<file path="config.mk">
export PLATFORM = sky130hd
export DESIGN_NAME = priority_tdma_slot_allocator_unit_flat
export DESIGN_NICKNAME = d
export VERILOG_FILES = /design/src/hdl/ptdma_pkg.sv /design/src/hdl/ptdma_if.sv /design/src/hdl/ptdma_div.sv /design/src/hdl/ptdma_dp.sv /design/src/hdl/ptdma_ctrl.sv /design/src/hdl/priority_tdma_slot_allocator_unit.sv /design/src/flat_wrapper.sv
export SDC_FILE = /design/constraint.sdc
export NUM_CORES = 1
export LEC_CHECK = 0
export ABC_AREA = 0
export ABC_CLOCK_PERIOD_IN_PS = 5600
export BUFFER_PORTS_ARGS = -buffer_cell sky130_fd_sc_hd__buf_2
export CORE_UTILIZATION = 34
export DETAILED_ROUTE_END_ITERATION = 16
export PLACE_DENSITY_LB_ADDON = 0.05
export SLEW_MARGIN = 5
export SYNTH_ARGS = -nofsm -noshare
export SYNTH_HDL_FRONTEND = slang
export SYNTH_HIERARCHICAL = 1
export SYNTH_SLANG_ARGS = --single-unit
export TNS_END_PERCENT = 30
</file>
<file path="constraint.sdc">
create_clock -name i_clk -period 5.6 [get_ports i_clk]
set_input_delay 0.84 -clock i_clk [delete_from_list [all_inputs] [get_ports i_clk]]
set_output_delay 0.84 -clock i_clk [all_outputs]
set_load 0.01 [all_outputs]
</file>
<file path="src/hdl/ptdma_pkg.sv">
// Shared types and constants for the priority TDMA slot allocator.
// No dependencies; imported by every other file of the block.
`default_nettype none
package ptdma_pkg;
    localparam int NODES_DEF  = 16;
    localparam int ID_W       = 4;
    localparam int CLS_W      = 2;
    localparam int CAP_W      = 8;
    localparam int BYTES_W    = 24;
    localparam int OFF_W      = 9;
    localparam int SLOT_W     = 8;
    localparam int BPS_W      = 16;
    localparam int CFG_IDX_W  = 2;
    localparam int CFG_DATA_W = 16;

    localparam logic [OFF_W-1:0]     FIRST_SLOT = 9'd4;
    localparam logic [SLOT_W-1:0]    NEED_MAX   = 8'd255;
    localparam logic [SLOT_W-1:0]    TOTAL_RST  = 8'd32;
    localparam logic [BPS_W-1:0]     BPS_RST    = 16'd64;

    localparam logic [CLS_W-1:0]     CLS_CRIT   = 2'd0;
    localparam logic [CLS_W-1:0]     CLS_HIGH   = 2'd1;
    localparam logic [CLS_W-1:0]     CLS_ROUT   = 2'd2;
    localparam logic [CLS_W-1:0]     CLS_NONE   = 2'd3;

    localparam logic [CFG_IDX_W-1:0] CFG_TOTAL  = 2'd0;
    localparam logic [CFG_IDX_W-1:0] CFG_BPS    = 2'd1;

    typedef enum logic [1:0] {
        CMD_REG  = 2'd0,
        CMD_UPD  = 2'd1,
        CMD_COMP = 2'd2,
        CMD_QRY  = 2'd3
    } t_cmd;

    typedef enum logic [4:0] {
        ST_IDLE, ST_QRD, ST_QOUT,
        ST_CINIT, ST_CRD, ST_CEV, ST_CDIV, ST_CSRV, ST_CADV,
        ST_FRD, ST_FEV, ST_FADV,
        ST_RRD, ST_REV, ST_RDIV, ST_RSRV, ST_RADV,
        ST_NADV, ST_NRD, ST_NEV,
        ST_FIN
    } t_state;

    typedef struct packed {
        logic             accept;     // request taken this cycle
        logic             q_load;     // load query result
        logic             c_load;     // load compute result
        logic             c_init;     // start of compute
        logic [CLS_W-1:0] cls;        // class tested by wants
        logic             idx_zero;
        logic             idx_next;
        logic             idx_start;
        logic             div_start;
        logic             serve;
        logic             scan_rec;
        logic             rr_idx;
        logic             rr_wrap;
    } t_dp_cmd;

    typedef struct packed {
        logic wants;
        logic idx_last;
        logic step_last;
        logic left_zero;
        logic left_after_zero;
        logic short_grant;
        logic div_done;
        logic found;
        logic out_free;
    } t_dp_sts;
endpackage
`default_nettype wire

</file>
<file path="src/hdl/ptdma_if.sv">
// Request, response and configuration channel interfaces.
// Depends on ptdma_pkg for field widths.
`default_nettype none
interface ptdma_req_if;
    import ptdma_pkg::*;
    logic               valid;
    logic               ready;
    t_cmd               cmd;
    logic [ID_W-1:0]    node_id;
    logic [CLS_W-1:0]   node_class;
    logic [CAP_W-1:0]   max_slots;
    logic [BYTES_W-1:0] buffer_bytes;
    modport source (output valid, cmd, node_id, node_class, max_slots, buffer_bytes,
                    input ready);
    modport sink   (input valid, cmd, node_id, node_class, max_slots, buffer_bytes,
                    output ready);
endinterface

interface ptdma_rsp_if;
    import ptdma_pkg::*;
    logic              valid;
    logic              ready;
    logic              status;
    logic              granted;
    logic [OFF_W-1:0]  offset_slots;
    logic [SLOT_W-1:0] slots_left;
    modport source (output valid, status, granted, offset_slots, slots_left, input ready);
    modport sink   (input valid, status, granted, offset_slots, slots_left, output ready);
endinterface

interface ptdma_cfg_if;
    import ptdma_pkg::*;
    logic                  valid;
    logic                  ready;
    logic [CFG_IDX_W-1:0]  index;
    logic [CFG_DATA_W-1:0] data;
    modport source (output valid, index, data, input ready);
    modport sink   (input valid, index, data, output ready);
endinterface
`default_nettype wire

</file>
<file path="src/hdl/ptdma_div.sv">
// Slot need unit: min(ceil(bytes / slot payload size), 255), one quotient bit a cycle.
// Depends on ptdma_pkg.
`default_nettype none
module ptdma_div (
    input  logic                          i_clk,
    input  logic                          i_rst_n,
    input  logic                          i_start,
    input  logic [ptdma_pkg::BYTES_W-1:0] i_dividend,
    input  logic [ptdma_pkg::BPS_W-1:0]   i_divisor,
    output logic                          o_done,
    output logic [ptdma_pkg::SLOT_W-1:0]  o_quot
);
    import ptdma_pkg::*;
    localparam int REM_W = BYTES_W + 1;

    logic [REM_W-1:0]  r_rem;
    logic [BPS_W-1:0]  r_dv;
    logic [SLOT_W-1:0] r_q;
    logic [2:0]        r_k;
    logic              r_busy;
    logic              r_chk;
    logic              r_done;
    logic [BPS_W-1:0]  dv_nz;
    logic [REM_W-1:0]  num;
    logic [REM_W-1:0]  trial;
    logic [REM_W-1:0]  sat_lim;

    assign dv_nz   = (i_divisor == '0) ? BPS_W'(1) : i_divisor;
    // round up: (d + div - 1)
    assign num     = REM_W'(i_dividend) + REM_W'(dv_nz) - REM_W'(1);
    assign trial   = REM_W'(r_dv) << r_k;
    assign sat_lim = {1'b0, r_dv, 8'b0};

    always_ff @(posedge i_clk) begin
        if (!i_rst_n) begin
            r_busy <= 1'b0;
            r_done <= 1'b0;
        end else begin
            r_done <= 1'b0;
            if (i_start) begin
                r_busy <= 1'b1;
            end else if (r_busy && r_chk && r_rem >= sat_lim) begin
                r_busy <= 1'b0;
                r_done <= 1'b1;
            end else if (r_busy && !r_chk && r_k == 3'd0) begin
                r_busy <= 1'b0;
                r_done <= 1'b1;
            end
        end
    end

    always_ff @(posedge i_clk) begin
        if (i_start) begin
            r_rem <= num;
            r_dv  <= dv_nz;
            r_q   <= '0;
            r_k   <= 3'd7;
            r_chk <= 1'b1;
        end else if (r_busy) begin
            if (r_chk) begin
                r_chk <= 1'b0;
                if (r_rem >= sat_lim) begin
                    r_q <= NEED_MAX;
                end
            end else begin
                if (r_rem >= trial) begin
                    r_rem    <= r_rem - trial;
                    r_q[r_k] <= 1'b1;
                end
                r_k <= r_k - 3'd1;
            end
        end
    end

    assign o_done = r_done;
    assign o_quot = r_q;
endmodule
`default_nettype wire

</file>
<file path="src/hdl/ptdma_dp.sv">
// Datapath: node tables, grant table, schedule counters, output register.
// Depends on ptdma_pkg and ptdma_div.
`default_nettype none
module ptdma_dp #(
    parameter int NODES = ptdma_pkg::NODES_DEF
) (
    input  logic                             i_clk,
    input  logic                             i_rst_n,
    input  ptdma_pkg::t_dp_cmd               i_ctl,
    output ptdma_pkg::t_dp_sts               o_sts,
    input  ptdma_pkg::t_cmd                  i_cmd,
    input  logic [ptdma_pkg::ID_W-1:0]       i_node_id,
    input  logic [ptdma_pkg::CLS_W-1:0]      i_node_class,
    input  logic [ptdma_pkg::CAP_W-1:0]      i_max_slots,
    input  logic [ptdma_pkg::BYTES_W-1:0]    i_buffer_bytes,
    input  logic                             i_cfg_we,
    input  logic [ptdma_pkg::CFG_IDX_W-1:0]  i_cfg_index,
    input  logic [ptdma_pkg::CFG_DATA_W-1:0] i_cfg_data,
    input  logic                             i_out_ready,
    output logic                             o_out_valid,
    output logic                             o_status,
    output logic                             o_granted,
    output logic [ptdma_pkg::OFF_W-1:0]      o_offset_slots,
    output logic [ptdma_pkg::SLOT_W-1:0]     o_slots_left
);
    import ptdma_pkg::*;
    localparam int NW = $clog2(NODES);
    localparam int AT_W = CLS_W + CAP_W;
    typedef logic [NW-1:0] t_idx;

    logic [SLOT_W-1:0]  r_total;
    logic [BPS_W-1:0]   r_bps;
    logic [NODES-1:0]   r_valid;
    logic [NODES-1:0]   r_gvalid;
    logic [AT_W-1:0]    r_attr_mem [NODES];
    logic [BYTES_W-1:0] r_dem_mem  [NODES];
    logic [OFF_W-1:0]   r_goff_mem [NODES];
    logic [AT_W-1:0]    r_attr_rd;
    logic [BYTES_W-1:0] r_dem_rd;
    logic [OFF_W-1:0]   r_goff_rd;
    t_idx               r_idx;
    t_idx               r_step;
    t_idx               r_qidx;
    logic               r_qok;
    logic [SLOT_W-1:0]  r_left;
    logic [OFF_W-1:0]   r_next;
    t_idx               r_low;
    t_idx               r_ge;
    logic               r_found_low;
    logic               r_found_ge;
    t_idx               r_rr;
    t_idx               r_second;
    logic [1:0]         r_nserved;
    logic               r_ov;
    logic               r_status;
    logic               r_granted;
    logic [OFF_W-1:0]   r_off;
    logic [SLOT_W-1:0]  r_sl;

    logic               in_ok;
    t_idx               in_idx;
    logic               wants;
    logic [CAP_W-1:0]   cap;
    logic [SLOT_W-1:0]  need;
    logic [SLOT_W-1:0]  g;
    logic [SLOT_W-1:0]  g_cap;
    logic               div_done;
    t_idx               start;
    t_idx               idx_wrap;

    assign in_ok  = int'(i_node_id) < NODES;
    assign in_idx = t_idx'(i_node_id);
    assign cap    = r_attr_rd[CAP_W-1:0];
    assign wants  = r_valid[r_idx] && (r_attr_rd[AT_W-1:CAP_W] == i_ctl.cls)
                    && (r_dem_rd != '0);
    assign g_cap  = (cap < need) ? cap : need;
    assign g      = (r_left < g_cap) ? r_left : g_cap;
    assign start  = r_found_ge ? r_ge : r_low;
    assign idx_wrap = (r_idx == t_idx'(NODES - 1)) ? '0 : r_idx + 1'b1;

    ptdma_div u_div (
        .i_clk      (i_clk),
        .i_rst_n    (i_rst_n),
        .i_start    (i_ctl.div_start),
        .i_dividend (r_dem_rd),
        .i_divisor  (r_bps),
        .o_done     (div_done),
        .o_quot     (need)
    );

    // tables
    always_ff @(posedge i_clk) begin
        if (i_ctl.accept && i_cmd == CMD_REG && in_ok) begin
            r_attr_mem[in_idx] <= {i_node_class, i_max_slots};
        end
        if (i_ctl.accept && i_cmd == CMD_REG && in_ok) begin
            r_dem_mem[in_idx] <= '0;
        end else if (i_ctl.accept && i_cmd == CMD_UPD && in_ok && r_valid[in_idx]) begin
            r_dem_mem[in_idx] <= i_buffer_bytes;
        end
        if (i_ctl.serve && g != '0) begin
            r_goff_mem[r_idx] <= r_next;
        end
        r_attr_rd <= r_attr_mem[r_idx];
        r_dem_rd  <= r_dem_mem[r_idx];
        r_goff_rd <= r_goff_mem[r_qidx];
    end

    // control state
    always_ff @(posedge i_clk) begin
        if (!i_rst_n) begin
            r_total  <= TOTAL_RST;
            r_bps    <= BPS_RST;
            r_valid  <= '0;
            r_gvalid <= '0;
            r_rr     <= '0;
            r_ov     <= 1'b0;
        end else begin
            if (i_cfg_we && i_cfg_index == CFG_TOTAL) begin
                r_total <= i_cfg_data[SLOT_W-1:0];
            end
            if (i_cfg_we && i_cfg_index == CFG_BPS) begin
                r_bps <= i_cfg_data;
            end
            if (i_ctl.accept && i_cmd == CMD_REG && in_ok) begin
                r_valid[in_idx] <= 1'b1;
            end
            if (i_ctl.c_init) begin
                r_gvalid <= '0;
            end else if (i_ctl.serve && g != '0) begin
                r_gvalid[r_idx] <= 1'b1;
            end
            if (i_ctl.rr_idx) begin
                r_rr <= r_idx;
            end else if (i_ctl.rr_wrap) begin
                r_rr <= (r_nserved == 2'd2) ? r_second : start;
            end
            if ((i_ctl.accept && (i_cmd == CMD_REG || i_cmd == CMD_UPD))
                || i_ctl.q_load || i_ctl.c_load) begin
                r_ov <= 1'b1;
            end else if (i_out_ready) begin
                r_ov <= 1'b0;
            end
        end
    end

    // schedule walk
    always_ff @(posedge i_clk) begin
        if (i_ctl.accept) begin
            r_qidx <= in_idx;
            r_qok  <= in_ok;
        end
        if (i_ctl.c_init) begin
            r_left      <= r_total;
            r_next      <= FIRST_SLOT;
            r_found_low <= 1'b0;
            r_found_ge  <= 1'b0;
        end else if (i_ctl.serve) begin
            r_left <= r_left - g;
            r_next <= r_next + OFF_W'(g);
        end
        if (i_ctl.c_init || i_ctl.idx_zero) begin
            r_idx  <= '0;
            r_step <= '0;
        end else if (i_ctl.idx_start) begin
            r_idx  <= start;
            r_step <= '0;
        end else if (i_ctl.idx_next) begin
            r_idx  <= idx_wrap;
            r_step <= r_step + 1'b1;
        end
        if (i_ctl.idx_start) begin
            r_nserved <= 2'd0;
        end else if (i_ctl.serve && r_nserved != 2'd2) begin
            r_nserved <= r_nserved + 2'd1;
        end
        if (i_ctl.serve && r_nserved == 2'd1) begin
            r_second <= r_idx;
        end
        if (i_ctl.scan_rec && wants) begin
            if (!r_found_low) begin
                r_low       <= r_idx;
                r_found_low <= 1'b1;
            end
            if (!r_found_ge && r_idx >= r_rr) begin
                r_ge       <= r_idx;
                r_found_ge <= 1'b1;
            end
        end
    end

    // result register
    always_ff @(posedge i_clk) begin
        if (i_ctl.accept) begin
            r_status  <= (i_cmd == CMD_UPD) && !(in_ok && r_valid[in_idx]);
            r_granted <= 1'b0;
            r_off     <= '0;
            r_sl      <= '0;
        end else if (i_ctl.q_load) begin
            r_status  <= 1'b0;
            r_granted <= r_qok && r_gvalid[r_qidx];
            r_off     <= (r_qok && r_gvalid[r_qidx]) ? r_goff_rd : '0;
            r_sl      <= '0;
        end else if (i_ctl.c_load) begin
            r_status  <= 1'b0;
            r_granted <= 1'b0;
            r_off     <= '0;
            r_sl      <= r_left;
        end
    end

    assign o_sts.wants           = wants;
    assign o_sts.idx_last        = r_idx == t_idx'(NODES - 1);
    assign o_sts.step_last       = r_step == t_idx'(NODES - 1);
    assign o_sts.left_zero       = r_left == '0;
    assign o_sts.left_after_zero = g == r_left;
    assign o_sts.short_grant     = g < need;
    assign o_sts.div_done        = div_done;
    assign o_sts.found           = r_found_low;
    assign o_sts.out_free        = !r_ov || i_out_ready;

    assign o_out_valid    = r_ov;
    assign o_status       = r_status;
    assign o_granted      = r_granted;
    assign o_offset_slots = r_off;
    assign o_slots_left   = r_sl;
endmodule
`default_nettype wire

</file>
<file path="src/hdl/ptdma_ctrl.sv">
// Controller: sequences commands and the three-phase schedule walk.
// Depends on ptdma_pkg.
`default_nettype none
module ptdma_ctrl (
    input  logic               i_clk,
    input  logic               i_rst_n,
    input  logic               i_in_valid,
    input  ptdma_pkg::t_cmd    i_cmd,
    output logic               o_in_ready,
    input  ptdma_pkg::t_dp_sts i_sts,
    output ptdma_pkg::t_dp_cmd o_ctl
);
    import ptdma_pkg::*;

    t_state r_state;
    t_state n_state;
    logic   r_high;
    logic   n_high;
    logic   accept;

    assign o_in_ready = (r_state == ST_IDLE) && i_sts.out_free;
    assign accept     = o_in_ready && i_in_valid;

    always_ff @(posedge i_clk) begin
        if (!i_rst_n) begin
            r_state <= ST_IDLE;
            r_high  <= 1'b0;
        end else begin
            r_state <= n_state;
            r_high  <= n_high;
        end
    end

    always_comb begin
        n_state      = r_state;
        n_high       = r_high;
        o_ctl        = '0;
        o_ctl.accept = accept;
        o_ctl.cls    = CLS_ROUT;
        case (r_state)
            ST_IDLE: begin
                if (accept) begin
                    case (i_cmd)
                        CMD_QRY:  n_state = ST_QRD;
                        CMD_COMP: n_state = ST_CINIT;
                        default:  n_state = ST_IDLE;
                    endcase
                end
            end
            ST_QRD:  n_state = ST_QOUT;
            ST_QOUT: begin
                if (i_sts.out_free) begin
                    o_ctl.q_load = 1'b1;
                    n_state      = ST_IDLE;
                end
            end
            ST_CINIT: begin
                o_ctl.c_init = 1'b1;
                n_high       = 1'b0;
                n_state      = ST_CRD;
            end
            ST_CRD: n_state = ST_CEV;
            ST_CEV: begin
                o_ctl.cls = r_high ? CLS_HIGH : CLS_CRIT;
                if (i_sts.wants) begin
                    o_ctl.div_start = 1'b1;
                    n_state         = ST_CDIV;
                end else begin
                    n_state = ST_CADV;
                end
            end
            ST_CDIV: begin
                if (i_sts.div_done) begin
                    n_state = ST_CSRV;
                end
            end
            ST_CSRV: begin
                o_ctl.serve = 1'b1;
                n_state     = ST_CADV;
            end
            ST_CADV: begin
                if (i_sts.left_zero) begin
                    n_state = ST_FIN;
                end else if (i_sts.idx_last) begin
                    o_ctl.idx_zero = 1'b1;
                    n_high         = 1'b1;
                    n_state        = r_high ? ST_FRD : ST_CRD;
                end else begin
                    o_ctl.idx_next = 1'b1;
                    n_state        = ST_CRD;
                end
            end
            ST_FRD: n_state = ST_FEV;
            ST_FEV: begin
                o_ctl.scan_rec = 1'b1;
                n_state        = ST_FADV;
            end
            ST_FADV: begin
                if (!i_sts.idx_last) begin
                    o_ctl.idx_next = 1'b1;
                    n_state        = ST_FRD;
                end else if (i_sts.found) begin
                    o_ctl.idx_start = 1'b1;
                    n_state         = ST_RRD;
                end else begin
                    n_state = ST_FIN;
                end
            end
            ST_RRD: n_state = ST_REV;
            ST_REV: begin
                if (i_sts.wants) begin
                    o_ctl.div_start = 1'b1;
                    n_state         = ST_RDIV;
                end else begin
                    n_state = ST_RADV;
                end
            end
            ST_RDIV: begin
                if (i_sts.div_done) begin
                    n_state = ST_RSRV;
                end
            end
            ST_RSRV: begin
                o_ctl.serve = 1'b1;
                if (!i_sts.left_after_zero) begin
                    n_state = ST_RADV;
                end else if (i_sts.short_grant) begin
                    // cut short: pointer stays on this node
                    o_ctl.rr_idx = 1'b1;
                    n_state      = ST_FIN;
                end else begin
                    n_state = ST_NADV;
                end
            end
            ST_RADV: begin
                if (i_sts.step_last) begin
                    o_ctl.rr_wrap = 1'b1;
                    n_state       = ST_FIN;
                end else begin
                    o_ctl.idx_next = 1'b1;
                    n_state        = ST_RRD;
                end
            end
            ST_NADV: begin
                o_ctl.idx_next = 1'b1;
                n_state        = ST_NRD;
            end
            ST_NRD: n_state = ST_NEV;
            ST_NEV: begin
                if (i_sts.wants) begin
                    o_ctl.rr_idx = 1'b1;
                    n_state      = ST_FIN;
                end else begin
                    n_state = ST_NADV;
                end
            end
            ST_FIN: begin
                if (i_sts.out_free) begin
                    o_ctl.c_load = 1'b1;
                    n_state      = ST_IDLE;
                end
            end
            default: n_state = ST_IDLE;
        endcase
    end
endmodule
`default_nettype wire

</file>
<file path="src/hdl/priority_tdma_slot_allocator_unit.sv">
// Priority TDMA slot allocator top level.
// Depends on ptdma_pkg, ptdma_if, ptdma_ctrl, ptdma_dp (and ptdma_div below it).
//
// Usage:
//   i_req carries one command request: register node, update demand, compute
//   schedule or query offset. o_rsp returns exactly one result per request.
//   i_cfg writes total_slots (index 0) and the slot payload size in bytes
//   (index 1); it is always ready. The user must see that it is written only
//   while the block is idle; the block itself does not enforce this.
//   Register and update: result is registered in the cycle after acceptance.
//   Query: one grant-table read, then the result loads once the output is free.
//   Compute: walks the node table up to four times (critical, high, routine
//   search, routine service) and runs the bit-serial need divider for each
//   node with demand; the search for the next routine node after a service
//   pass may wrap round.
//   One request is in work at a time.
// Reset: node, grant and pointer state clear; config returns to 32 and 64.
// A stalled o_rsp holds its result; a new request is taken only once the
// output register is free or being emptied in that cycle.
`default_nettype none
module priority_tdma_slot_allocator_unit #(
    parameter int NODES = ptdma_pkg::NODES_DEF
) (
    input  logic        i_clk,
    input  logic        i_rst_n,
    ptdma_req_if.sink   i_req,
    ptdma_rsp_if.source o_rsp,
    ptdma_cfg_if.sink   i_cfg
);
    import ptdma_pkg::*;

    t_dp_cmd ctl;
    t_dp_sts sts;

    assign i_cfg.ready = 1'b1;

    ptdma_ctrl u_ctrl (
        .i_clk      (i_clk),
        .i_rst_n    (i_rst_n),
        .i_in_valid (i_req.valid),
        .i_cmd      (i_req.cmd),
        .o_in_ready (i_req.ready),
        .i_sts      (sts),
        .o_ctl      (ctl)
    );

    ptdma_dp #(.NODES(NODES)) u_dp (
        .i_clk          (i_clk),
        .i_rst_n        (i_rst_n),
        .i_ctl          (ctl),
        .o_sts          (sts),
        .i_cmd          (i_req.cmd),
        .i_node_id      (i_req.node_id),
        .i_node_class   (i_req.node_class),
        .i_max_slots    (i_req.max_slots),
        .i_buffer_bytes (i_req.buffer_bytes),
        .i_cfg_we       (i_cfg.valid),
        .i_cfg_index    (i_cfg.index),
        .i_cfg_data     (i_cfg.data),
        .i_out_ready    (o_rsp.ready),
        .o_out_valid    (o_rsp.valid),
        .o_status       (o_rsp.status),
        .o_granted      (o_rsp.granted),
        .o_offset_slots (o_rsp.offset_slots),
        .o_slots_left   (o_rsp.slots_left)
    );
endmodule
`default_nettype wire

</file>
<file path="src/flat_wrapper.sv">
// flat-port wrapper written by rule: the top's interface ports become plain ports
module priority_tdma_slot_allocator_unit_flat import ptdma_pkg::*;
#(
    parameter int NODES = ptdma_pkg::NODES_DEF
)
  (i_clk, i_rst_n, i_req_valid, i_req_cmd, i_req_node_id, i_req_node_class, i_req_max_slots, i_req_buffer_bytes, i_req_ready, o_rsp_valid, o_rsp_status, o_rsp_granted, o_rsp_offset_slots, o_rsp_slots_left, o_rsp_ready, i_cfg_valid, i_cfg_index, i_cfg_data, i_cfg_ready);
  ptdma_req_if i_req_i ();
  ptdma_rsp_if o_rsp_i ();
  ptdma_cfg_if i_cfg_i ();
  input  logic i_clk;
  input  logic i_rst_n;
  input wire logic [$bits(i_req_i.valid)-1:0] i_req_valid;
  input wire logic [$bits(i_req_i.cmd)-1:0] i_req_cmd;
  input wire logic [$bits(i_req_i.node_id)-1:0] i_req_node_id;
  input wire logic [$bits(i_req_i.node_class)-1:0] i_req_node_class;
  input wire logic [$bits(i_req_i.max_slots)-1:0] i_req_max_slots;
  input wire logic [$bits(i_req_i.buffer_bytes)-1:0] i_req_buffer_bytes;
  output wire logic [$bits(i_req_i.ready)-1:0] i_req_ready;
  output wire logic [$bits(o_rsp_i.valid)-1:0] o_rsp_valid;
  output wire logic [$bits(o_rsp_i.status)-1:0] o_rsp_status;
  output wire logic [$bits(o_rsp_i.granted)-1:0] o_rsp_granted;
  output wire logic [$bits(o_rsp_i.offset_slots)-1:0] o_rsp_offset_slots;
  output wire logic [$bits(o_rsp_i.slots_left)-1:0] o_rsp_slots_left;
  input wire logic [$bits(o_rsp_i.ready)-1:0] o_rsp_ready;
  input wire logic [$bits(i_cfg_i.valid)-1:0] i_cfg_valid;
  input wire logic [$bits(i_cfg_i.index)-1:0] i_cfg_index;
  input wire logic [$bits(i_cfg_i.data)-1:0] i_cfg_data;
  output wire logic [$bits(i_cfg_i.ready)-1:0] i_cfg_ready;
  assign i_req_i.valid = i_req_valid;
  assign i_req_i.cmd = i_req_cmd;
  assign i_req_i.node_id = i_req_node_id;
  assign i_req_i.node_class = i_req_node_class;
  assign i_req_i.max_slots = i_req_max_slots;
  assign i_req_i.buffer_bytes = i_req_buffer_bytes;
  assign i_req_ready = i_req_i.ready;
  assign o_rsp_valid = o_rsp_i.valid;
  assign o_rsp_status = o_rsp_i.status;
  assign o_rsp_granted = o_rsp_i.granted;
  assign o_rsp_offset_slots = o_rsp_i.offset_slots;
  assign o_rsp_slots_left = o_rsp_i.slots_left;
  assign o_rsp_i.ready = o_rsp_ready;
  assign i_cfg_i.valid = i_cfg_valid;
  assign i_cfg_i.index = i_cfg_index;
  assign i_cfg_i.data = i_cfg_data;
  assign i_cfg_ready = i_cfg_i.ready;
  priority_tdma_slot_allocator_unit #(.NODES(NODES)) u_core (.i_clk(i_clk), .i_rst_n(i_rst_n), .i_req(i_req_i), .o_rsp(o_rsp_i), .i_cfg(i_cfg_i));
endmodule
</file>
* Word-level counts from Yosys, hierarchy flattened
Memories as Yosys holds them, arrays and structs flattened. A register that Yosys moved wholly into a read port is not among the register bits. Cells that the tools add are included.
Word-level totals: input port bits 63, word-level logic and storage cells 270, bits in writable memories 688, register bits 186, memories 3
Cells by class: muxes and demuxes 103, eq/ne operators 39, reduce and logical (&&, ||, !) cells 65, $lt $le $gt $ge 13, add/subtract/negate cells 9, shift operators 1, bitwise operators 7
Memory list:
- u_core.u_dp.r_dem_mem | words 16, width 24, rd ports 1, clocked after memory_dff 1, wr ports 1, RTL line ptdma_dp.sv:36 | logic [BYTES_W-1:0] r_dem_mem [NODES];
- u_core.u_dp.r_attr_mem | words 16, width 10, rd ports 1, clocked after memory_dff 1, wr ports 1, RTL line ptdma_dp.sv:35 | logic [AT_W-1:0] r_attr_mem [NODES];
- u_core.u_dp.r_goff_mem | words 16, width 9, rd ports 1, clocked after memory_dff 1, wr ports 1, RTL line ptdma_dp.sv:37 | logic [OFF_W-1:0] r_goff_mem [NODES];
Operators with widths (count):
- 25-bit two-way mux | 4
- 5-bit case mux with 20 select lines | 1
- 8-bit two-way mux | 7
- 1-bit two-way mux | 52
- 5-bit two-way mux | 10
- 5-bit by 4-bit equality test with 1-bit output, second input constant | 8
- 4-bit two-way mux | 10
- 16-bit bitwise OR | 2
- 9-bit two-way mux | 3
- 24-bit by 16-bit adder with 25-bit output | 1
- 5-bit equality test, second input constant | 5
- 25-bit by 24-bit greater-or-equal comparator with 1-bit output | 1
- 25-bit greater-or-equal comparator | 1
- 16-bit by 3-bit << shifter with 25-bit output | 1
- 25-bit by 1-bit subtractor with 25-bit output, second input constant | 1
- 25-bit subtractor | 1
- 8-bit < comparator | 3
- 24-bit two-way mux | 1
- 24-bit nonzero test | 1
- 1-bit logical AND | 23
- 5-bit by 3-bit equality test with 1-bit output, second input constant | 4
- 2-bit nonzero test | 9
- 16-bit logical NOT | 1
- 16-bit two-way mux | 1
- 42 further kinds | 86

* Depth between registers and ports, before layout
Gate-level depths: netlist of the first run.
word-level depth 10, mapped depth 28

* By module
The synthesis of the first run kept the hierarchy.
By module, submodules not included:
- ptdma_dp | instances 1, area each 33808.7 um^2, cells an instance 1800, seq. area each 24273.3 um^2
- ptdma_div | instances 1, area each 5899.4 um^2, cells an instance 707, seq. area each 1511.4 um^2
- ptdma_ctrl | instances 1, area each 769.5 um^2, cells an instance 114, seq. area each 120.1 um^2
- priority_tdma_slot_allocator_unit | instances 1, area each 11.3 um^2, cells an instance 2, seq. area each 0.0 um^2

* Worst setup path after synthesis of the first run
No wires, ideal clock.
path type register -> register, from reg u_core.u_dp.u_div.r_q[1], in the netlist u_core/u_dp/u_div/o_quot[1], to reg u_core.u_ctrl.r_state[2], data arrival time 5264 ps, library setup time 117 ps, period minus slack after synthesis 5382 ps, path buffers 2, path slack 218 ps, data required time 5483 ps, cell stages (with the launch flop) 24, cell sequence dfxtp_1 > inv_1 > ha_1 > a2111oi_4 > o211ai_1 > nand2_1 > a21oi_1 > ha_1 > and3_1 > and3_1 > nand2_1 > o31a_1 > nand2_2 > buf_2 > buf_1 > nand2_1 > o21a_1 > ha_1 > and4_1 > o211ai_1 > and3_1 > a22o_1 > or4_1 > a32o_1
RTL lines:
- from (decl) | RTL line ptdma_div.sv:18 | logic [SLOT_W-1:0] r_q;
- from (signal assigned) | RTL line ptdma_div.sv:56 | r_q <= '0;
- from (signal assigned) | RTL line ptdma_div.sv:63 | r_q <= NEED_MAX;
- from (signal, indexed assignment) | RTL line ptdma_div.sv:68 | r_q[r_k] <= 1'b1;
- to (signal assigned) | RTL line ptdma_ctrl.sv:29 | r_state <= n_state;
- to (decl) | RTL line ptdma_ctrl.sv:15 | t_state r_state;

==> flow_metrics.py, run 1 <==
metrics = {
    "die": {
        "die_area_um2": 120000,
        "io_pins": 85,
        "core_area_um2": 118000,
        "fp-row-count": 126,
        "start_util": 0.343,
        "fp.dieW_um": 347,
        "dieHeight_um": 347,
    },
    "worst_setup_path": {
        "crit_slowest_cell": "or4_1",
        "rrSetupSlack_ns": 0.26,
        "setup.worst_path.start_class": "register",
        "r2r_end": "u_core/u_ctrl/r_state[2]",
        "critPathMaxFanout": 8,
        "setup.worst_path.class": "reg -> reg",
        "cpPeakStageDelay_ns": 0.49,
        "cp_common_cell": "ha_1",
        "critPathTopFamily": "simple AND/OR/NAND/NOR gates",
        "cp_cell_sequence": "inv_1, ha_1, a2111oi_4, o211ai_1, nand2_2, a21oi_1, ha_1, and3_1, and3_2, nand2_1, o31a_1, and2_1, buf_4, nor2_1, nor2_1, ha_1, and4_1, o211ai_1, and3_1, a22o_1, or4_1, a32o_1",
        "endpoint_kind": "register",
        "worst-path-buf-inv": 2,
        "crit_arrival_ns": 5.89,
        "crit_required_ns": 6.14,
        "r2r_start": "u_core/u_dp/u_div/o_quot[1]",
        "worstRegToRegCells": 22,
    },
    "power": {
        "p_per_area_nw_per_um2": 371,
        "p_leak_nw": 16.6,
        "vdd_drop_max_mv": 0.299,
    },
    "worst_hold_path": {
        "worstHoldPathCells": 3,
        "min_to": "u_core/u_dp/r_total[5]",
        "holdCritPathClass": "in -> reg",
        "holdCritStartpoint": "i_cfg_data[5]",
    },
    "timing": {
        "max_freq_mhz": 187,
        "worst_hold_slack_ns": 0.404,
        "slew-limit-headroom": 0.301,
        "skew_ns": 0.0465,
        "drv_slew": 0,
        "setup_slack_ns": 0.256,
        "period_minus_slack_ns": 5.34,
        "worstMarginPinSlew_ns": 1.05,
        "hold_viol": 0,
        "setup_viol": 0,
        "period_share": 0.954,
    },
    "global_routing": {
        "antenna_found_initial": 5,
        "grt_overflow": 0,
        "grt_pass1_vias": 23600,
        "grt_use_total": 0.178,
        "grt_pass1_wl_um": 159000,
        "grt_start_max_net_pins": 63,
    },
    "synth": {
        "synth.area.top_cells": "edfxtp_1, mux4_2, dfxtp_1",
        "synth_seq_area_share": 0.640,
        "synthArstFlopShare": 0,
        "syn_area_um2": 40500,
        "yosysTopAreaCellShare": 0.559,
        "synth_cells": 2623,
        "synth_area_per_cell_um2": 15.4,
        "synthesis.nets": 2808,
        "synth_edf_count": 754,
        "synth-main-ff-cell": "edfxtp_1",
        "yosys_warnings": 6,
        "synth-seq-cells": 917,
        "synth.distinct_cells": 95,
        "yosysTopAreaCell": "edfxtp_1",
    },
    "cells_and_area": {
        "nFillCells": 10900,
        "stdcell_count": 4388,
        "seqCellArea_um2": 25900,
        "drive_above_1_share": 0.233,
        "fin_nets": 2950,
        "multi_input_comb_area_um2": 13800,
        "synthToLayoutAreaGrowth_pct": 15.7,
        "antenna_cells": 0,
    },
    "job": {
        "timing.max_cap.violations": 0,
    },
    "cts": {
        "h-tree-depth": 3,
        "insertion_delay_ns": 0.69,
        "cts.clk_slew.worst_paths_ns": 0.05,
        "cts_tree": "done",
        "cts_made_buffers": 104,
        "clock_path_buffers": 3,
        "cts_sinks": 917,
        "cts_root_buf": "clkbuf_16",
        "hold_buffers": 0,
    },
    "place": {
        "port_buffers": 83,
        "gp_congestion": 0.843,
        "dp_hpwl_um": 68500,
        "dpl.cell_count": 4189,
        "preCtsSetupSlack_ns": 0.00106,
    },
    "routing": {
        "dr.pass1.iters": 5,
        "drtAntennaViolNets": 0,
        "vias": 22900,
        "wl_per_cell_um": 24.2,
        "via_per_inst": 5.22,
        "drt_first_iter_violations": 1436,
        "remaining_drc_errors": 0,
        "routed_wl_um": 106000,
    },
    "run_status": {
        "status": "finished clean",
    },
}
==> state kept, by name, summed over array words and instances (netlist names), 5 cells and up <==
register and cells:
u_core/u_dp/o_slots_left 8, u_core/u_dp/r_attr_mem 160, u_core/u_dp/u_div/r_rem 25, u_core/u_dp/r_total 8
u_core/u_dp/r_valid 16, u_core/u_dp/o_offset_slots 9, u_core/u_dp/r_gvalid 16, u_core/u_dp/r_goff_mem 144
u_core/u_dp/r_attr_rd 10, u_core/u_dp/r_dem_mem 384, u_core/u_dp/r_dem_rd 24, u_core/u_dp/u_div/o_quot 8
u_core/u_ctrl/r_state 5, u_core/u_dp/u_div/r_dv 16, u_core/u_dp/r_left 8, u_core/u_dp/r_goff_rd 9
u_core/u_dp/r_next 9, u_core/u_dp/r_bps 16
==> stage by stage <==
stage               cell area (um2)  utilization  TNS, ns  total power, mW
floorplan                     40500            -        0             9.74
global placement              43200        0.366        0             10.6
detailed placement            43200        0.366        0             10.6
CTS                           46700        0.396        0             17.6
global route                  46800        0.397  -0.0168             18.2
finish                        46800        0.397        0             17.4
==> synthesized netlist by cell type (5+ instances only) <==
| cell | count |
|---|---|
| a21boi_0 | 18 |
| xor2_1 | 23 |
| nand2_1 | 156 |
| o21ai_1 | 14 |
| or3_1 | 11 |
| nor3_1 | 36 |
| o21a_1 | 44 |
| o21bai_1 | 5 |
| nand3_1 | 21 |
| a31oi_1 | 12 |
| or4_1 | 6 |
| xnor2_1 | 39 |
| nor3b_1 | 6 |
| buf_4 | 5 |
| mux2i_1 | 52 |
| o31ai_1 | 8 |
| a211oi_1 | 13 |
| clkbuf_1 | 99 |
| a22o_1 | 13 |
| ha_1 | 120 |
| dfxtp_1 | 163 |
| a21oi_1 | 90 |
| nand3b_1 | 5 |
| o22ai_1 | 5 |
| o211a_1 | 5 |
| o211ai_1 | 12 |
| nor2b_1 | 33 |
| o21ai_0 | 70 |
| buf_1 | 31 |
| nor4_1 | 23 |
| nand4_1 | 15 |
| a2111oi_0 | 5 |
| a21o_1 | 23 |
| and3_1 | 13 |
| mux4_2 | 241 |
| or2_2 | 8 |
| inv_1 | 131 |
| buf_2 | 5 |
| and2_1 | 37 |
| nand2b_1 | 23 |
| nor2_1 | 138 |
| edfxtp_1 | 754 |
==> worst max path at each step <==
stage	slack, ns	cells past startpoint	endpoint	from
finish	0.26	22	u_core/u_ctrl/r_state[2]	u_core/u_dp/u_div/o_quot[1]
global route	-0.02	24	u_core/u_dp/r_left[6]	u_core/u_dp/u_div/o_quot[1]
CTS	0.06	26	u_core/u_dp/r_left[6]	u_core/u_dp/u_div/o_quot[7]
detailed placement	0.001	25	u_core/u_dp/r_left[6]	u_core/u_dp/u_div/o_quot[7]
global placement	0.18	25	u_core/u_dp/r_left[6]	u_core/u_dp/u_div/o_quot[7]
floorplan	0.22	23	u_core/u_ctrl/r_state[2]	u_core/u_dp/u_div/o_quot[1]
==> cell type report <==
| cell class | count | area share |
|---|---|---|
| flip-flops and latches | 917 | 0.554 |
| multi-input cells | 1428 | 0.294 |
| clock buffers | 153 | 0.0655 |
| well taps | 1536 | 0.0410 |
| repair buffers | 177 | 0.0253 |
| inverters | 137 | 0.0110 |
| clock inverters | 40 | 0.00978 |
==> kinds of logic (layout without fill, tap and decap cells) <==
family,after synthesis,count (layout),share of synthesized area
AOI/OAI and AO/OA,394,394,0.0669
xor gates and xnor gates,62,62,0.0134
adders and majority gates,125,125,0.0388
buffers and inverters,278,507,0.0266
DFF,917,917,0.640
muxes,295,295,0.147
other,1,1,0.0000926
and+or+nand+nor,551,551,0.0670
==> worst reg2reg max path, delay by kind of cell, from the launching register on <==
| family | cells | cell delay, ns |
|---|---|---|
| simple gates | 10 | 2.09 |
| compound gates | 7 | 1.65 |
| fa+ha+maj | 3 | 0.93 |
| flops | 1 | 0.32 |
| buf+inv | 2 | 0.25 |
==> metal layers <==
layer,vias up,track usage,routed length [um]
met3,138,0.0275,3740
met4,4,0.0427,2030
met1,11900,0.248,49700
li1,10500,-,-
met5,-,0,26
met2,410,0.289,50900
==> placed cells by master, fill, tap and decap left out, drive strengths merged, types with 34 or more instances in the layout <==
master / count
buf: 177
edfxtp: 754
and2: 39
nor2: 138
mux2i: 52
xnor2: 39
nor3: 36
inv: 135
o21ai: 85
nand2: 157
clkinv: 34
clkbuf: 153
a21oi: 94
o21a: 44
ha: 120
dfxtp: 163
mux4: 241
==> report_power, final <==
part	leakage (nW)	internal, mW	switching, mW	total, mW
clock	1.72	4.12	2.76	6.88
combinational	5.94	1.26	1.59	2.85
sequential	8.96	7.44	0.223	7.67
==> timing repair <==
item,CTS,global route
setup endpoints to repair,2,3
pin swaps,0,5
buffers inserted,0,6
resized for setup,1,17
Note: power is estimated with default switching activity, not from simulation.
==> inputs of run 2 (changes only) <==
- ABC_CLOCK_PERIOD_IN_PS: 5600 -> 6100
- clock period: 5.6 -> 6.1 ns (I/O delays scaled with it)
==> run 2 against run 1 <==
Maximum frequency down 4.3%. Clock-buffer cell count fell by 12. Non-clock buffer count fell by 29. Global-route usage is 0.34 points higher. Critical path type unchanged.
==> flow_metrics.py, run 2 (synthesis gave the netlist of run 1 again) <==
metrics = {
    "run_status": {
        "status": "finished clean",
    },
    "global_routing": {
        "grt_use_total": 0.181,
        "grt_pass1_wl_um": 160000,
        "grt_overflow": 0,
        "antenna_found_initial": 13,
        "grt_start_max_net_pins": 81,
        "grt_pass1_vias": 23900,
    },
    "cts": {
        "cts_root_buf": "clkbuf_16",
        "hold_buffers": 0,
        "h-tree-depth": 3,
        "cts_made_buffers": 105,
        "cts.clk_slew.worst_paths_ns": 0.06,
        "cts_tree": "done",
        "clock_path_buffers": 3,
        "cts_sinks": 917,
        "insertion_delay_ns": 0.70,
    },
    "worst_setup_path": {
        "crit_slowest_cell": "maj3_1",
        "cp_cell_sequence": "inv_1, ha_1, a2111oi_4, o211ai_1, nand2_2, a21oi_1, ha_1, and3_1, and3_1, nand2_1, o31a_1, and2_2, o21ai_4, ha_1, inv_1, ha_1, inv_1, o31ai_1, maj3_1, o21ai_1, nand4_1, a31oi_1, or4_1, nand3_1",
        "setup.worst_path.class": "reg -> reg",
        "crit_required_ns": 6.53,
        "cpPeakStageDelay_ns": 0.40,
        "setup.worst_path.start_class": "register",
        "endpoint_kind": "register",
        "critPathMaxFanout": 9,
        "cp_common_cell": "ha_1",
        "crit_arrival_ns": 6.01,
    },
    "die": {
        "io_pins": 85,
        "die_area_um2": 120000,
        "fp-row-count": 126,
        "start_util": 0.343,
        "fp.dieW_um": 347,
        "core_area_um2": 118000,
        "dieHeight_um": 347,
    },
    "timing": {
        "rsz0062_at_grt": "false",
        "skew_ns": 0.0330,
        "worstMarginPinSlew_ns": 1.07,
        "setup_viol": 0,
        "period_share": 0.915,
        "drv_slew": 0,
        "hold_viol": 0,
        "fin_setup_tns_ns": 0,
        "period_minus_slack_ns": 5.58,
        "slew-limit-headroom": 0.284,
        "max_freq_mhz": 179,
    },
    "power": {
        "vdd_drop_max_mv": 0.223,
        "combPwrFrac": 0.158,
        "p_per_area_nw_per_um2": 344,
        "p_sw_frac": 0.264,
        "pwr-share-seq": 0.440,
        "clkPwrFrac": 0.402,
        "p_sw_mw": 4.25,
        "p_int_mw": 11.8,
        "p_leak_nw": 16.5,
        "power_mw": 16.1,
    },
    "routing": {
        "dr.pass1.iters": 5,
        "wl_per_cell_um": 24.9,
        "routed_wl_um": 109000,
        "drt_first_iter_violations": 1724,
        "drtAntennaViolNets": 0,
        "via_per_inst": 5.25,
        "vias": 22900,
        "remaining_drc_errors": 0,
    },
    "place": {
        "dpl.cell_count": 4164,
        "placed_area_um2": 43000,
        "dp_hpwl_um": 67800,
        "gp_congestion": 0.827,
        "port_buffers": 83,
    },
    "cells_and_area": {
        "fin_nets": 2923,
        "largest_register": "u_core/u_dp/r_dem_mem",
        "final_area_um2": 46700,
        "mostFrequentLayoutCell": "edfxtp_1",
        "largest_register_ffs": 384,
        "top_regs": "u_core/u_dp/r_dem_mem x384, u_core/u_dp/r_attr_mem x160, u_core/u_dp/r_goff_mem x144",
        "mostFrequentLayoutCells": "edfxtp_1, mux4_2, dfxtp_1",
        "drive_above_1_share": 0.226,
        "stdcell_count": 4366,
        "synthToLayoutAreaGrowth_pct": 15.3,
    },
    "worst_hold_path": {
        "holdCritPathClass": "reg -> reg",
    },
    "job": {
        "timing.max_cap.violations": 0,
    },
}
[run 2: cell count changes in the layout (fill, tap and decap cells not counted), sizes merged]
cell      delta
clkinv       +4
diode        +2
clkbuf      -12
buf         -29
bufinv       +6
nand2        +1
clkinvlp     +5
inv          +1
[run 2: what timing repair did]
action	4_1_cts	5_1_grt
gates resized for setup	0	6
buffers inserted	0	2
setup endpoints to repair	0	4
[run 2: path summary, 6_finish.rpt]
kind | startpoint | endpoint | slack [ns] | depth (start not counted)
hold / removal | u_core/u_dp/r_goff_rd[3] | u_core/u_dp/o_offset_slots[3] | 0.44 | 1
setup / recovery | u_core/u_dp/u_div/o_quot[1] | u_core/u_dp/r_left[6] | 0.52 | 24
hold reg to reg | u_core/u_dp/r_goff_rd[3] | u_core/u_dp/o_offset_slots[3] | 0.44 | 1
setup reg to reg | u_core/u_dp/u_div/o_quot[1] | u_core/u_dp/r_left[6] | 0.52 | 24
[run 2: through the flow]
step	hold slack [ns]	setup WS [ns]	util
2_1_floorplan	0.420	0.718	-
3_3_place_gp	0.425	0.328	0.364
3_5_place_dp	0.424	0.239	0.364
4_1_cts	0.419	0.216	0.395
5_1_grt	0.453	0.0262	0.395
6_report	0.442	0.518	0.395
[run 2: area by class of cell]
class,instances,area [um2]
flip-flops and latches,917,25900
repair buffers,148,966
clock buffers,141,2880
multi-input cells,1429,13700
diodes,2,5.00
fillers,10900,71400
well taps,1536,1920
inverters,137,514
clock inverters,56,713
[run 2: critical path: cells and delay by family, from the launching register on]
family,cells,cell delay (ns)
buf+inv,3,0.28
simple gates,8,1.31
compound gates,8,1.83
fa+ha+maj,5,1.50
flops,1,0.38
[run 2: power by group through the flow]
stage	Clock (mW)	Sequential (mW)	Combinational [mW]
after floorplan	0	7.01	1.93
after global placement	0	7.19	2.56
after detailed placement	0	7.20	2.55
after CTS	6.66	7.07	2.55
after global routing	6.91	7.08	2.80
final	6.46	7.06	2.54
[run 2: per-layer routing]
metal	wire length, um	GRT usage	vias to the layer above
li1	-	-	10400
met4	2030	0.0462	2
met3	4420	0.0283	137
met1	49500	0.247	11900
met5	13	0	-
met2	52600	0.300	466
==> inputs of run 3 (changes only) <==
- CTS_BUF_LIST: unset -> sky130_fd_sc_hd__clkbuf_8 sky130_fd_sc_hd__clkbuf_16
==> run 3 against run 2 <==
Clock skew is 0.00057 ns higher. Sequential power hardly changed. Combinational power hardly changed. Register-to-register slack hardly changed. Sequential share of layout area hardly changed. Largest cell class unchanged.
==> flow_metrics.py, run 3 (synthesis gave the netlist of run 1 again) <==
metrics = {
    "timing": {
        "setup_slack_ns": 0.505,
        "slew-limit-headroom": 0.282,
        "period_share": 0.917,
        "worst_hold_slack_ns": 0.442,
        "hold_viol": 0,
        "drv_slew": 0,
        "worstMarginPinSlew_ns": 1.07,
        "rsz0062_at_grt": "false",
        "period_minus_slack_ns": 5.59,
        "max_freq_mhz": 179,
        "skew_ns": 0.0336,
        "fin_setup_tns_ns": 0,
        "setup_viol": 0,
    },
    "global_routing": {
        "grt_use_total": 0.181,
        "grt_pass1_wl_um": 160000,
        "grt_overflow": 0,
        "antenna_found_initial": 13,
        "grt_pass1_vias": 23900,
        "grt_start_max_net_pins": 81,
    },
    "power": {
        "p_per_area_nw_per_um2": 344,
        "p_int_mw": 11.8,
        "p_sw_mw": 4.25,
        "p_sw_frac": 0.265,
        "pwr-share-seq": 0.440,
        "clkPwrFrac": 0.401,
        "power_mw": 16.0,
        "vdd_drop_max_mv": 0.223,
        "p_leak_nw": 16.6,
        "combPwrFrac": 0.159,
    },
    "worst_setup_path": {
        "setup.worst_path.start_class": "register",
        "crit_required_ns": 6.53,
        "r2r_end": "u_core/u_dp/r_left[6]",
        "worstSetupEndpoint": "u_core/u_dp/r_left[6]",
        "setup.worst_path.class": "reg -> reg",
        "rrSetupSlack_ns": 0.51,
        "r2r_start": "u_core/u_dp/u_div/o_quot[1]",
        "critPathMaxFanout": 9,
        "worstRegToRegCells": 24,
        "endpoint_kind": "register",
        "startpoint": "u_core/u_dp/u_div/o_quot[1]",
        "crit_arrival_ns": 6.02,
    },
    "routing": {
        "wl_per_cell_um": 24.9,
        "dr.pass1.iters": 5,
        "routed_wl_um": 109000,
        "remaining_drc_errors": 0,
        "vias": 22900,
        "drtAntennaViolNets": 0,
        "drt_first_iter_violations": 1747,
        "via_per_inst": 5.25,
    },
    "cells_and_area": {
        "synthToLayoutAreaGrowth_pct": 15.3,
        "largest_register_ffs": 384,
        "mostFrequentLayoutCells": "edfxtp_1, mux4_2, dfxtp_1",
        "top_regs": "u_core/u_dp/r_dem_mem x384, u_core/u_dp/r_attr_mem x160, u_core/u_dp/r_goff_mem x144",
        "seqCellArea_um2": 25900,
        "largest_register": "u_core/u_dp/r_dem_mem",
        "mostFrequentLayoutCell": "edfxtp_1",
        "drive_above_1_share": 0.226,
        "stdcell_count": 4365,
        "fin_nets": 2923,
        "nFillCells": 10900,
        "multi_input_comb_area_um2": 13700,
    },
    "cts": {
        "cts.clk_slew.worst_paths_ns": 0.06,
        "clock_path_buffers": 3,
        "cts_made_buffers": 105,
        "insertion_delay_ns": 0.70,
        "h-tree-depth": 3,
        "hold_buffers": 0,
        "cts_sinks": 917,
        "cts_tree": "done",
        "cts_root_buf": "clkbuf_16",
    },
    "place": {
        "port_buffers": 83,
        "dp_hpwl_um": 67800,
        "preCtsSetupSlack_ns": 0.239,
        "gp_congestion": 0.827,
        "dpl.cell_count": 4164,
    },
    "die": {
        "start_util": 0.343,
        "io_pins": 85,
        "fp-row-count": 126,
        "fp.dieW_um": 347,
        "dieHeight_um": 347,
        "core_area_um2": 118000,
        "die_area_um2": 120000,
    },
    "worst_hold_path": {
        "worstHoldPathCells": 1,
        "holdCritPathClass": "reg -> reg",
    },
    "job": {
        "timing.max_cap.violations": 0,
    },
    "run_status": {
        "status": "finished clean",
    },
}
-- run 3: changes by cell type in the layout (fill, tap and decap cells not counted), sizes merged --
| cell | previous run | this run |
|---|---|---|
| clkbuf | 141 | 116 |
| diode | 2 | 1 |
| inv | 136 | 161 |
-- run 3: how the worst min path moves through the flow --
stage                                        start                             to  slack (ns)
after global placement    u_core/u_dp/r_goff_rd[3]  u_core/u_dp/o_offset_slots[3]        0.43
final                     u_core/u_dp/r_goff_rd[3]  u_core/u_dp/o_offset_slots[3]        0.44
after global routing                i_cfg_data[13]          u_core/u_dp/r_bps[13]        0.45
after detailed placement  u_core/u_dp/r_goff_rd[5]  u_core/u_dp/o_offset_slots[5]        0.42
after floorplan           u_core/u_dp/r_goff_rd[8]  u_core/u_dp/o_offset_slots[8]        0.42
after CTS                           i_cfg_data[13]          u_core/u_dp/r_bps[13]        0.42
-- run 3: final cells by class --
class                      count  share of cell area
timing repair buffer         148              0.0207
multi-input combinational   1429               0.295
tap                         1536              0.0412
sequential                   917               0.555
clock inverter                81              0.0173
antenna                        1           0.0000536
inverter                     137              0.0110
clock buffer                 116              0.0598
-- run 3: routing by layer --
layer | track usage | vias up | part of all wire
met2 | 0.300 | 472 | 0.48
li1 | - | 10400 | -
met4 | 0.0462 | 2 | 0.019
met3 | 0.0283 | 141 | 0.041
met1 | 0.247 | 11900 | 0.46
met5 | 0 | - | 0.00012
-- run 3: power groups by stage --
stage               combinational (mW)  clock, mW  sequential (mW)
floorplan                         1.93          0             7.01
global placement                  2.56          0             7.19
detailed placement                2.55          0             7.20
CTS                               2.55       6.62             7.07
global route                      2.80       6.87             7.08
finish                            2.54       6.43             7.06
-- run 3: per-stage QoR --
| step | area [um2] | utilization |
|---|---|---|
| global placement | 43000 | 0.364 |
| detailed placement | 43000 | 0.364 |
| finish | 46700 | 0.395 |
| floorplan | 40500 | - |
| CTS | 46600 | 0.395 |
| global route | 46700 | 0.395 |
-- run 3: worst max-delay path, cell delays in order, from the launching register on --
cell       delay, ns
dfxtp_1         0.39
inv_1           0.11
ha_1            0.32
a2111oi_4       0.38
o211ai_1        0.23
nand2_2         0.19
a21oi_1         0.11
ha_1            0.31
and3_1          0.17
and3_1          0.24
nand2_1         0.08
o31a_1          0.38
and2_2          0.30
o21ai_4         0.24
ha_1            0.20
inv_1           0.08
ha_1            0.27
inv_1           0.09
o31ai_1         0.09
maj3_1          0.40
o21ai_1         0.19
nand4_1         0.12
a31oi_1         0.22
or4_1           0.14
nand3_1         0.06
-- run 3: what timing repair did --
action,CTS,global route
setup endpoints to repair,0,4
resized for setup,0,6
buffers inserted,0,2
